`src/vca_pkg.sv`:
```
// ----------------------------------------------------------------------------
// vca_pkg: shared types for the voice channel allocator
// Request/response payloads, the scan token passed along the channel cells,
// and the commit bundle broadcast to the cells at the end of a scan.
// ----------------------------------------------------------------------------
package vca_pkg;

   localparam int CHANNELS_DEF = 12;
   localparam int TRACKS_DEF   = 16;

   // sized for the largest supported channel count (32)
   localparam int PICK_W  = 5;
   localparam int LIMIT_W = 6;

   typedef enum logic [2:0] {
      FUNC_NOTE_ON      = 3'd0,
      FUNC_NOTE_OFF     = 3'd1,
      FUNC_ALL_OFF      = 3'd2,
      FUNC_SOUND_OFF    = 3'd3,
      FUNC_RELEASE_DONE = 3'd4
   } func_type;

   typedef enum logic [1:0] {
      HOW_IDLE      = 2'd0,
      HOW_RELEASING = 2'd1,
      HOW_PLAYING   = 2'd2
   } how_type;

   typedef struct packed {
      logic [2:0] func;
      logic [3:0] track;
      logic [6:0] key;
      logic [7:0] priority_req;
      logic [3:0] channel;
   } req_type;

   typedef struct packed {
      logic       granted;
      logic [3:0] slot;
      logic [1:0] how_taken;
      logic [3:0] marked_count;
   } rsp_type;

   // scan token, one hop per cycle
   typedef struct packed {
      logic               valid;
      logic               act;      // request has an effect at all
      func_type           func;
      logic [3:0]         trk;
      logic [6:0]         key;
      logic [7:0]         pri;
      logic [3:0]         ch;
      logic [LIMIT_W-1:0] limit;    // channels a note on may scan
      logic               done;     // idle channel already found
      logic               found;    // a channel has been picked
      logic               idle;
      logic               rel;      // a releasing channel was seen
      logic [7:0]         best_pri;
      logic [3:0]         best_trk;
      logic [PICK_W-1:0]  pick;
      logic [3:0]         cnt;
   } token_type;

   typedef struct packed {
      logic              we;
      logic [PICK_W-1:0] pick;
      logic [7:0]        pri;
      logic [3:0]        trk;
      logic [6:0]        key;
   } commit_type;

   function automatic logic [3:0] sat_inc(input logic [3:0] v);
      sat_inc = (v == 4'hF) ? v : v + 4'd1;
   endfunction

endpackage

```
`src/vca_cell.sv`:
```
// ----------------------------------------------------------------------------
// vca_cell: one channel of the allocator
// Holds the channel's state, updates the passing scan token and its own
// state, and takes the note-on commit addressed to it.
// ----------------------------------------------------------------------------
module vca_cell #(
   parameter int IDX = 0
) (
   input  logic                clock,
   input  logic                reset,
   input  vca_pkg::token_type  tok_i,
   input  vca_pkg::commit_type commit_i,
   output vca_pkg::token_type  tok_o
);

   vca_pkg::token_type tok_ff, tok_in;
   logic       active_ff, active_in;
   logic       releasing_ff, releasing_in;
   logic [7:0] pri_ff, pri_in;
   logic [3:0] trk_ff, trk_in;
   logic [6:0] key_ff, key_in;

   // token update and channel state update
   always_comb begin
      logic better;
      logic take;
      better       = 1'b0;
      take         = 1'b0;
      tok_in       = tok_i;
      active_in    = active_ff;
      releasing_in = releasing_ff;
      pri_in       = pri_ff;
      trk_in       = trk_ff;
      key_in       = key_ff;
      if (tok_i.valid && tok_i.act) begin
         case (tok_i.func)
            vca_pkg::FUNC_NOTE_ON: begin
               if (!tok_i.done && int'(tok_i.limit) > IDX) begin
                  if (!active_ff) begin
                     tok_in.done  = 1'b1;
                     tok_in.found = 1'b1;
                     tok_in.idle  = 1'b1;
                     tok_in.pick  = vca_pkg::PICK_W'(IDX);
                  end else begin
                     better = (pri_ff < tok_i.best_pri) ||
                              (pri_ff == tok_i.best_pri && trk_ff >= tok_i.best_trk);
                     take   = releasing_ff ? (!tok_i.rel || better) : (!tok_i.rel && better);
                     if (releasing_ff) begin
                        tok_in.rel = 1'b1;
                     end
                     if (take) begin
                        tok_in.found    = 1'b1;
                        tok_in.best_pri = pri_ff;
                        tok_in.best_trk = trk_ff;
                        tok_in.pick     = vca_pkg::PICK_W'(IDX);
                     end
                  end
               end
            end
            vca_pkg::FUNC_NOTE_OFF: begin
               if (active_ff && !releasing_ff && trk_ff == tok_i.trk && key_ff == tok_i.key) begin
                  releasing_in = 1'b1;
                  tok_in.cnt   = vca_pkg::sat_inc(tok_i.cnt);
               end
            end
            vca_pkg::FUNC_ALL_OFF: begin
               if (active_ff && !releasing_ff && trk_ff == tok_i.trk) begin
                  releasing_in = 1'b1;
                  tok_in.cnt   = vca_pkg::sat_inc(tok_i.cnt);
               end
            end
            vca_pkg::FUNC_SOUND_OFF: begin
               if (active_ff) begin
                  tok_in.cnt = vca_pkg::sat_inc(tok_i.cnt);
               end
               active_in    = 1'b0;
               releasing_in = 1'b0;
            end
            vca_pkg::FUNC_RELEASE_DONE: begin
               if (int'(tok_i.ch) == IDX && active_ff && releasing_ff) begin
                  active_in    = 1'b0;
                  releasing_in = 1'b0;
                  tok_in.cnt   = vca_pkg::sat_inc(tok_i.cnt);
               end
            end
            default: begin
               tok_in = tok_i;
            end
         endcase
      end
      // note-on write-back at the end of the scan
      if (commit_i.we && int'(commit_i.pick) == IDX) begin
         active_in    = 1'b1;
         releasing_in = 1'b0;
         pri_in       = commit_i.pri;
         trk_in       = commit_i.trk;
         key_in       = commit_i.key;
      end
   end

   // token and control state
   always_ff @(posedge clock) begin
      if (reset) begin
         tok_ff       <= '0;
         active_ff    <= 1'b0;
         releasing_ff <= 1'b0;
      end else begin
         tok_ff       <= tok_in;
         active_ff    <= active_in;
         releasing_ff <= releasing_in;
      end
   end

   // payload
   always_ff @(posedge clock) begin
      pri_ff <= pri_in;
      trk_ff <= trk_in;
      key_ff <= key_in;
   end

   assign tok_o = tok_ff;

endmodule

```
`src/voice_channel_allocator.sv`:
```
// ----------------------------------------------------------------------------
// voice_channel_allocator: voice channel allocation with priority stealing
//
//   channel   ports                          handshake
//   request   start, busy, req_item          taken when start & !busy
//   response  rsp_valid, rsp_item            one-cycle strobe, never held off
//   csr       csr_we, csr_wdata              written when csr_we
//
// A request sends a token down the chain of CHANNELS cells, one cell per
// cycle; the response strobe is registered from the last cell's token and busy
// drops at the same edge, so a new request is taken only once the previous token has left the chain.
// Reset clears all channels to idle and channels_in_use to 0.
// The response side cannot stall; only busy holds off new requests.
// ----------------------------------------------------------------------------
module voice_channel_allocator #(
   parameter int CHANNELS = vca_pkg::CHANNELS_DEF,
   parameter int TRACKS   = vca_pkg::TRACKS_DEF
) (
   input  logic             clock,
   input  logic             reset,
   input  logic             start,
   output logic             busy,
   input  vca_pkg::req_type req_item,
   output logic             rsp_valid,
   output vca_pkg::rsp_type rsp_item,
   input  logic             csr_we,
   input  logic [3:0]       csr_wdata
);

   logic               busy_ff, busy_in;
   logic [3:0]         ciu_ff, ciu_in;
   logic               rsp_valid_ff, rsp_valid_in;
   vca_pkg::rsp_type   rsp_item_ff, rsp_item_in;
   vca_pkg::token_type launch;
   vca_pkg::token_type chain [0:CHANNELS];
   vca_pkg::token_type last;
   vca_pkg::commit_type commit;
   logic               accept;
   logic               func_ok;

   assign accept = start && !busy_ff;

   // build the token for a new request
   always_comb begin
      func_ok = (req_item.func <= 3'(vca_pkg::FUNC_RELEASE_DONE));
      if (req_item.func <= 3'(vca_pkg::FUNC_ALL_OFF) && int'(req_item.track) >= TRACKS) begin
         func_ok = 1'b0;
      end
      launch          = '0;
      launch.valid    = accept;
      launch.act      = func_ok;
      launch.func     = vca_pkg::func_type'(req_item.func);
      launch.trk      = req_item.track;
      launch.key      = req_item.key;
      launch.pri      = req_item.priority_req;
      launch.ch       = req_item.channel;
      launch.best_pri = req_item.priority_req;
      launch.best_trk = req_item.track;
      if (ciu_ff == 4'd0 || int'(ciu_ff) > CHANNELS) begin
         launch.limit = vca_pkg::LIMIT_W'(CHANNELS);
      end else begin
         launch.limit = vca_pkg::LIMIT_W'(ciu_ff);
      end
   end

   assign chain[0] = launch;

   // channel cells
   for (genvar g = 0; g < CHANNELS; g++) begin : g_cell
      vca_cell #(
         .IDX (g)
      ) u_cell (
         .clock    (clock),
         .reset    (reset),
         .tok_i    (chain[g]),
         .commit_i (commit),
         .tok_o    (chain[g+1])
      );
   end

   assign last = chain[CHANNELS];

   // note-on write-back and response
   always_comb begin
      logic is_on;
      is_on          = last.valid && last.act && last.func == vca_pkg::FUNC_NOTE_ON;
      commit.we      = is_on && last.found;
      commit.pick    = last.pick;
      commit.pri     = last.pri;
      commit.trk     = last.trk;
      commit.key     = last.key;
      rsp_valid_in   = last.valid;
      rsp_item_in    = '0;
      if (commit.we) begin
         rsp_item_in.granted = 1'b1;
         rsp_item_in.slot    = last.pick[3:0];
         if (last.idle) begin
            rsp_item_in.how_taken = vca_pkg::HOW_IDLE;
         end else if (last.rel) begin
            rsp_item_in.how_taken = vca_pkg::HOW_RELEASING;
         end else begin
            rsp_item_in.how_taken = vca_pkg::HOW_PLAYING;
         end
      end
      if (last.act) begin
         rsp_item_in.marked_count = last.cnt;
      end
      busy_in = accept ? 1'b1 : (last.valid ? 1'b0 : busy_ff);
      ciu_in  = csr_we ? csr_wdata : ciu_ff;
   end

   always_ff @(posedge clock) begin
      if (reset) begin
         busy_ff      <= 1'b0;
         ciu_ff       <= 4'd0;
         rsp_valid_ff <= 1'b0;
      end else begin
         busy_ff      <= busy_in;
         ciu_ff       <= ciu_in;
         rsp_valid_ff <= rsp_valid_in;
      end
   end

   always_ff @(posedge clock) begin
      rsp_item_ff <= rsp_item_in;
   end

   assign busy      = busy_ff;
   assign rsp_valid = rsp_valid_ff;
   assign rsp_item  = rsp_item_ff;

endmodule

```
`config.mk`:
```
export PLATFORM = sky130hd
export DESIGN_NAME = voice_channel_allocator
export DESIGN_NICKNAME = d
export VERILOG_FILES = /design/src/vca_pkg.sv /design/src/vca_cell.sv /design/src/voice_channel_allocator.sv
export SDC_FILE = /design/constraint.sdc
export NUM_CORES = 1
export LEC_CHECK = 0
export BUFFER_PORTS_ARGS = -buffer_cell sky130_fd_sc_hd__clkbuf_2
export CAP_MARGIN = 20
export CORE_AREA = 5 5 282 284
export CTS_CLUSTER_DIAMETER = 30
export DETAILED_ROUTE_END_ITERATION = 8
export DIE_AREA = 0 0 287 289
export PLACE_DENSITY = 0.7
export SYNTH_ARGS = -nofsm -noshare
export SYNTH_HDL_FRONTEND = slang
export SYNTH_SLANG_ARGS = --single-unit
```
`constraint.sdc`:
```
create_clock -name clock -period 4.1 [get_ports clock]
set_input_delay 0.41 -clock clock [delete_from_list [all_inputs] [get_ports clock]]
set_output_delay 0.41 -clock clock [all_outputs]
set_load 0.02 [all_outputs]
```
==> results.py, run 1 <==
metrics = {
    "floorplan": {
        "io_pins": 47,
        "die_x_um": 287,
        "design.die.area_um2": 82900,
        "dieHeight_um": 289,
        "core_area_um2": 76800,
        "start_util": 0.444,
        "fp-row-count": 102,
    },
    "yosys": {
        "yosysSeqAreaShare": 0.587,
        "synth_edf_count": 228,
        "yosys_most_used_dff": "dfxtp_1",
        "syn-num-nets": 3245,
        "yosysTopAreaCell": "dfxtp_1",
        "ys.warnings.count": 0,
        "synth_area_um2": 34100,
        "ys_async_sr_fraction": 0,
        "synthTopCellsByCount": "dfxtp_1, nor2b_1, nor2_1",
        "syn_area_per_cell_um2": 11.2,
        "yosysMostFrequentCell": "dfxtp_1",
        "synthTopCellsByArea": "dfxtp_1, edfxtp_1, nor2b_1, ha_1, mux2i_1",
        "synthCells": 3053,
        "ys_ff_latch": 886,
        "ys_types": 98,
        "synth_top_area_share": 0.386,
    },
    "sta": {
        "rsz0062_at_grt": "no",
        "slew_viol_final": 0,
        "final.period_utilization": 0.686,
        "fin_crit_ns": 2.81,
        "setup_ws_ns": 1.29,
        "worst_pin_slew_ns": 0.844,
        "fin_skew_ns": 0.0312,
        "timing.fmax_mhz": 356,
        "setup_violations": 0,
        "fin_tns_setup_ns": 0,
        "slew_headroom": 0.436,
        "final-hold-violation-count": 0,
    },
    "global_route": {
        "antenna_found_initial": 0,
        "grt_pass1_vias": 21500,
        "gr-usage-all-layers": 0.157,
        "grt_max_degree": 145,
        "overflow": 0,
        "grt_first_pass_wirelength_um": 106000,
    },
    "setup_path": {
        "start_kind": "flop",
        "critical_path_class": "reg2reg",
        "cp_max_fo": 12,
        "endpoint_kind": "flop",
        "required_ns": 4.66,
        "cp.arrival_ns": 3.37,
    },
    "clock_network": {
        "clk_pin_slew_ns": 0.05,
        "cts_sinks": 886,
        "cts-buffers-inserted": 150,
        "clk_root_buffer_cell": "clkbuf_16",
        "cts_tree": "done",
        "max-clock-path-buffers": 3,
        "insertion_delay_ns": 0.71,
        "cts_resized": 0,
        "cts_max_level": 4,
    },
    "placement": {
        "gp_congestion": 0.845,
        "port_buffers": 46,
        "hpwl_um": 44900,
        "post-place-ws_ns": 1.32,
    },
    "drt": {
        "vias_per_cell": 4.85,
        "drt-initial-drc-count": 993,
        "first_pass_iters": 5,
        "drc": 0,
        "postRouteAntennaNets": 0,
        "wl_per_cell_um": 14.8,
        "vias": 21200,
        "wirelength_um": 64700,
    },
    "hold_path": {
        "min_path_type": "in2reg",
    },
    "final_layout": {
        "num-nets-final": 3388,
        "drive_gt1_frac": 0.111,
        "fill_cells": 6508,
        "fin_util": 0.534,
        "syn_to_final_growth_pct": 20.3,
    },
    "pwr": {
        "p_leak_nw": 16.6,
        "vdd.ir_drop.worst_v": 0.000480,
        "total_power_mw": 22.0,
        "pwr_density_cell_nw_per_um2": 536,
    },
    "flow_run": {
        "cap_violations": 0,
    },
    "run_status": {
        "outcome": "completed",
    },
}
## metrics by stage
step	instance area (um2)	std cells	hold slack, ns
finish	41000	4366	0.0485
global route	41000	4365	0.0449
CTS	41000	4365	0.00718
detailed placement	35500	4057	0.408
global placement	35500	4057	0.397
floorplan	34100	3053	0.389
## worst max-delay path, cell delays in order (launching register included)
cell	delay, ns
edfxtp_1	0.45
ha_1	0.34
a211o_1	0.13
a31oi_1	0.04
or4_1	0.50
o221ai_1	0.10
nand4_1	0.67
mux2i_1	0.39
nor2_1	0.06
## cell usage in the layout, fill, tap and decap left out, drive strengths merged, types with 19 or more instances in the layout
master / instances
dfxtp: 658
o21ai: 48
nand3: 52
nor2: 304
nand4: 29
buf: 21
mux2i: 142
ha: 158
clkbuf: 239
nand2: 78
dlygate4sd3: 27
clkinv: 44
nor2b: 363
a31oi: 23
nand2b: 29
nor4: 32
edfxtp: 228
o21a: 21
nor3b: 26
nor3: 57
inv: 226
a21o: 19
a21oi: 105
xor2: 77
xnor2: 53
## sequential cells by signal, indices dropped and copies added, names as in the netlist
register / count
rsp_valid: 1
g_cell.u_cell.trk_ff: 48
g_cell.u_cell.key_ff: 84
g_cell.u_cell.pri_ff: 96
g_cell.u_cell.releasing_ff: 12
g_cell.u_cell.tok_o: 617
g_cell.u_cell.active_ff: 12
rsp_item: 11
busy: 1
ciu_ff: 4
## worst paths after layout
path	from	to	slack [ns]	cells after the start
setup / recovery	g_cell[10].u_cell.trk_ff[2]	g_cell[10].u_cell.tok_o[17]	1.29	8
hold / removal	req_item[25]	g_cell[0].u_cell.tok_o[57]	0.05	2
setup reg to reg	g_cell[10].u_cell.trk_ff[2]	g_cell[10].u_cell.tok_o[17]	1.29	8
hold reg to reg	g_cell[10].u_cell.tok_o[6]	g_cell[11].u_cell.tok_o[6]	0.41	2
## repair_timing
action,in CTS,in global routing
setup buffers,0,0
hold buffers,27,0
hold endpoints to repair,27,0
## final cells by class
class / instances / area (um2) / area share
clock inverters: 87 / 1140 / 0.0277
diodes: 1 / 2.50 / 0.0000610
inverters: 211 / 792 / 0.0193
flip-flops and latches: 886 / 20000 / 0.488
multi-input cells: 1854 / 12900 / 0.315
repair buffers: 93 / 711 / 0.0173
clock buffers: 194 / 4170 / 0.101
well taps: 1040 / 1300 / 0.0317
## layer usage
metal  part of all wire  up-vias  track usage
li1                   -    10800            -
met1               0.44     9758        0.190
met2               0.50      417        0.276
met3              0.036      143       0.0300
met4              0.028        0       0.0660
met5                  0        -            0
## power breakdown
part | leakage (nW) | switching (mW) | total [mW] | internal (mW)
Combinational | 6.21 | 0.213 | 0.354 | 0.141
Sequential | 7.85 | 0.0480 | 9.06 | 9.02
Clock | 2.55 | 4.33 | 12.6 | 8.24
## logic make-up after synthesis
group | Yosys count | share of synthesized area
flip-flops | 886 | 0.587
adder cells (fa/ha/maj) | 158 | 0.0579
XOR/XNOR | 130 | 0.0334
AO/OA/AOI/OAI | 367 | 0.0749
multiplexers | 143 | 0.0420
AND/OR/NAND/NOR | 1056 | 0.169
buffers and inverters | 313 | 0.0360
(Power assumes the default switching activity.)
==> run 2, diff against run 1 <==
--- a/config.mk
+++ b/config.mk
@@ -11,7 +11,7 @@
 export CTS_CLUSTER_DIAMETER = 30
 export DETAILED_ROUTE_END_ITERATION = 8
 export DIE_AREA = 0 0 287 289
-export PLACE_DENSITY = 0.7
+export PLACE_DENSITY = 0.72
 export SYNTH_ARGS = -nofsm -noshare
 export SYNTH_HDL_FRONTEND = slang
 export SYNTH_SLANG_ARGS = --single-unit
==> constraint.sdc (replaced) <==
create_clock -name clock -period 2.4 [get_ports clock]
set_input_delay 0.24 -clock clock [delete_from_list [all_inputs] [get_ports clock]]
set_output_delay 0.24 -clock clock [all_outputs]
set_load 0.02 [all_outputs]
==> run 2 against run 1 <==
- the flow now finishes with violations (setup timing)
- final cell count increased by 1.8%
- critical path depth increased by 2
- sequential share of layout area decreased by 1.0 points
- wire length increased by 4.5%
- critical path type unchanged
==> results.py, run 2 (synthesis results as in run 1) <==
metrics = {
    "setup_path": {
        "start_kind": "flop",
        "r2r_slack_ns": -0.1,
        "cp.arrival_ns": 3.05,
        "endpoint_kind": "flop",
        "critical_path_class": "reg2reg",
        "rr_worst_depth": 10,
        "rr_startpoint": "g_cell[3].u_cell.pri_ff[2]",
        "required_ns": 2.96,
        "cp_max_fo": 5,
        "reg2reg_to": "g_cell[3].u_cell.tok_o[16]",
    },
    "placement": {
        "gp_congestion": 0.847,
        "placed_cell_area_um2": 36000,
        "dp_cells": 4110,
        "port_buffers": 46,
        "hpwl_um": 45700,
        "post-place-ws_ns": -0.163,
    },
    "sta": {
        "rsz0062_at_grt": "yes",
        "worst_pin_slew_ns": 0.802,
        "fin_crit_ns": 2.50,
        "whs_ns": 0.302,
        "setup_violations": 13,
        "slew_viol_final": 0,
        "setup_ws_ns": -0.0964,
        "fin_skew_ns": 0.0210,
        "timing.fmax_mhz": 401,
        "final-hold-violation-count": 0,
        "slew_headroom": 0.465,
        "final.period_utilization": 1.04,
    },
    "floorplan": {
        "dieHeight_um": 289,
        "start_util": 0.444,
        "design.die.area_um2": 82900,
        "core_area_um2": 76800,
        "fp-row-count": 102,
        "die_x_um": 287,
        "io_pins": 47,
    },
    "pwr": {
        "vdd.ir_drop.worst_v": 0.000643,
        "pwr_density_cell_nw_per_um2": 867,
        "total_power_mw": 36.3,
        "p_leak_nw": 17.0,
    },
    "clock_network": {
        "clk_pin_slew_ns": 0.05,
        "cts_max_level": 4,
        "clk_root_buffer_cell": "clkbuf_16",
        "insertion_delay_ns": 0.70,
        "cts_tree": "done",
        "max-clock-path-buffers": 3,
        "cts-buffers-inserted": 143,
        "cts_sinks": 886,
    },
    "drt": {
        "postRouteAntennaNets": 0,
        "first_pass_iters": 8,
        "drt-initial-drc-count": 1141,
        "wl_per_cell_um": 15.2,
        "drc": 0,
        "vias_per_cell": 4.94,
        "vias": 21900,
        "wirelength_um": 67700,
    },
    "hold_path": {
        "min-delay-start": "req_item[2]",
        "min_path_type": "in2reg",
        "whs_path_depth": 3,
        "min_to": "g_cell[0].u_cell.tok_o[33]",
    },
    "final_layout": {
        "largest_reg_flops": 617,
        "fin_cells": 4443,
        "num-nets-final": 3472,
        "fin_area_um2": 41900,
        "syn_to_final_growth_pct": 22.8,
        "register_area_um2": 20000,
        "drive_gt1_frac": 0.139,
        "multiInputGateArea_um2": 13300,
        "fill_cells": 6300,
        "layout_commonest_cell": "dfxtp_1",
        "n_antenna_cell": 0,
        "most-common-layout-cells": "dfxtp_1, nor2b_1, nor2_1",
    },
    "global_route": {
        "antenna_found_initial": 1,
        "overflow": 0,
        "grt_max_degree": 95,
        "gr-usage-all-layers": 0.160,
        "grt_first_pass_wirelength_um": 109000,
        "grt_pass1_vias": 22000,
    },
    "run_status": {
        "outcome": "finished, violations left",
        "violations": "setup timing",
    },
    "flow_run": {
        "cap_violations": 0,
    },
}
## run 2: cell count changes in the layout (fill, tap and decap cells not counted), moves of 6 or more
cell / before / now
buf_6: 0 / 8
dlygate4sd3_1: 27 / 44
clkbuf_16: 155 / 149
buf_4: 16 / 67
ha_4: 0 / 17
ha_1: 158 / 141
buf_12: 4 / 16
## run 2: worst max-delay path by stage
stage / start / end / slack (ns)
6_report: g_cell[3].u_cell.pri_ff[2] / g_cell[3].u_cell.tok_o[16] / -0.1
5_1_grt: g_cell[3].u_cell.pri_ff[2] / g_cell[3].u_cell.tok_o[16] / -0.19
4_1_cts: g_cell[3].u_cell.pri_ff[2] / g_cell[3].u_cell.tok_o[23] / 0.007
3_5_place_dp: g_cell[0].u_cell.trk_ff[0] / g_cell[0].u_cell.tok_o[17] / -0.16
3_3_place_gp: g_cell[3].u_cell.pri_ff[2] / g_cell[3].u_cell.tok_o[15] / -0.26
2_1_floorplan: g_cell[11].u_cell.tok_o[55] / g_cell[11].u_cell.key_ff[0] / -0.41
## run 2: area by class of cell
type	count	share of cell area
Clock buffer	185	0.0945
Timing Repair Buffer	183	0.0387
Sequential cell	886	0.478
Multi-Input combinational cell	1855	0.317
Inverter	211	0.0189
Clock inverter	83	0.0218
Tap cell	1040	0.0310
## run 2: timing repair
action                                  4_1_cts  5_1_grt
hold endpoints to repair                     63        0
gates cloned                                  0        5
endpoints found under the setup margin       32       92
buffers inserted                              3       15
hold buffers                                 44        0
pin swaps                                     8       35
gates resized for setup                       7       58
## run 2: worst max-delay path, stage by stage, from the launching register on
cell and delay (ns):
edfxtp_1 0.44, ha_4 0.32, nand3_4 0.09, o221ai_2 0.17, or3b_1 0.36, a222oi_1 0.31
buf_4 0.19, nor3_4 0.05, buf_6 0.15, mux2i_2 0.20, nor2_1 0.08
## run 2: stage by stage
stage | utilization | setup TNS (ns)
after floorplan | - | -16.50
after global placement | 0.469 | -3.90
after detailed placement | 0.469 | -2.84
after CTS | 0.539 | 0
after global routing | 0.546 | -3.45
final | 0.546 | -0.449
## run 2: per-layer routing
metal,share of wire,track usage
met5,0,0
met4,0.036,0.0757
met3,0.038,0.0307
met2,0.50,0.278
met1,0.43,0.194
## run 2: report_power, final
group	total, mW	internal (mW)	switching, mW
Sequential	15.5	15.4	0.0825
Clock	20.2	13.0	7.15
Combinational	0.692	0.296	0.396
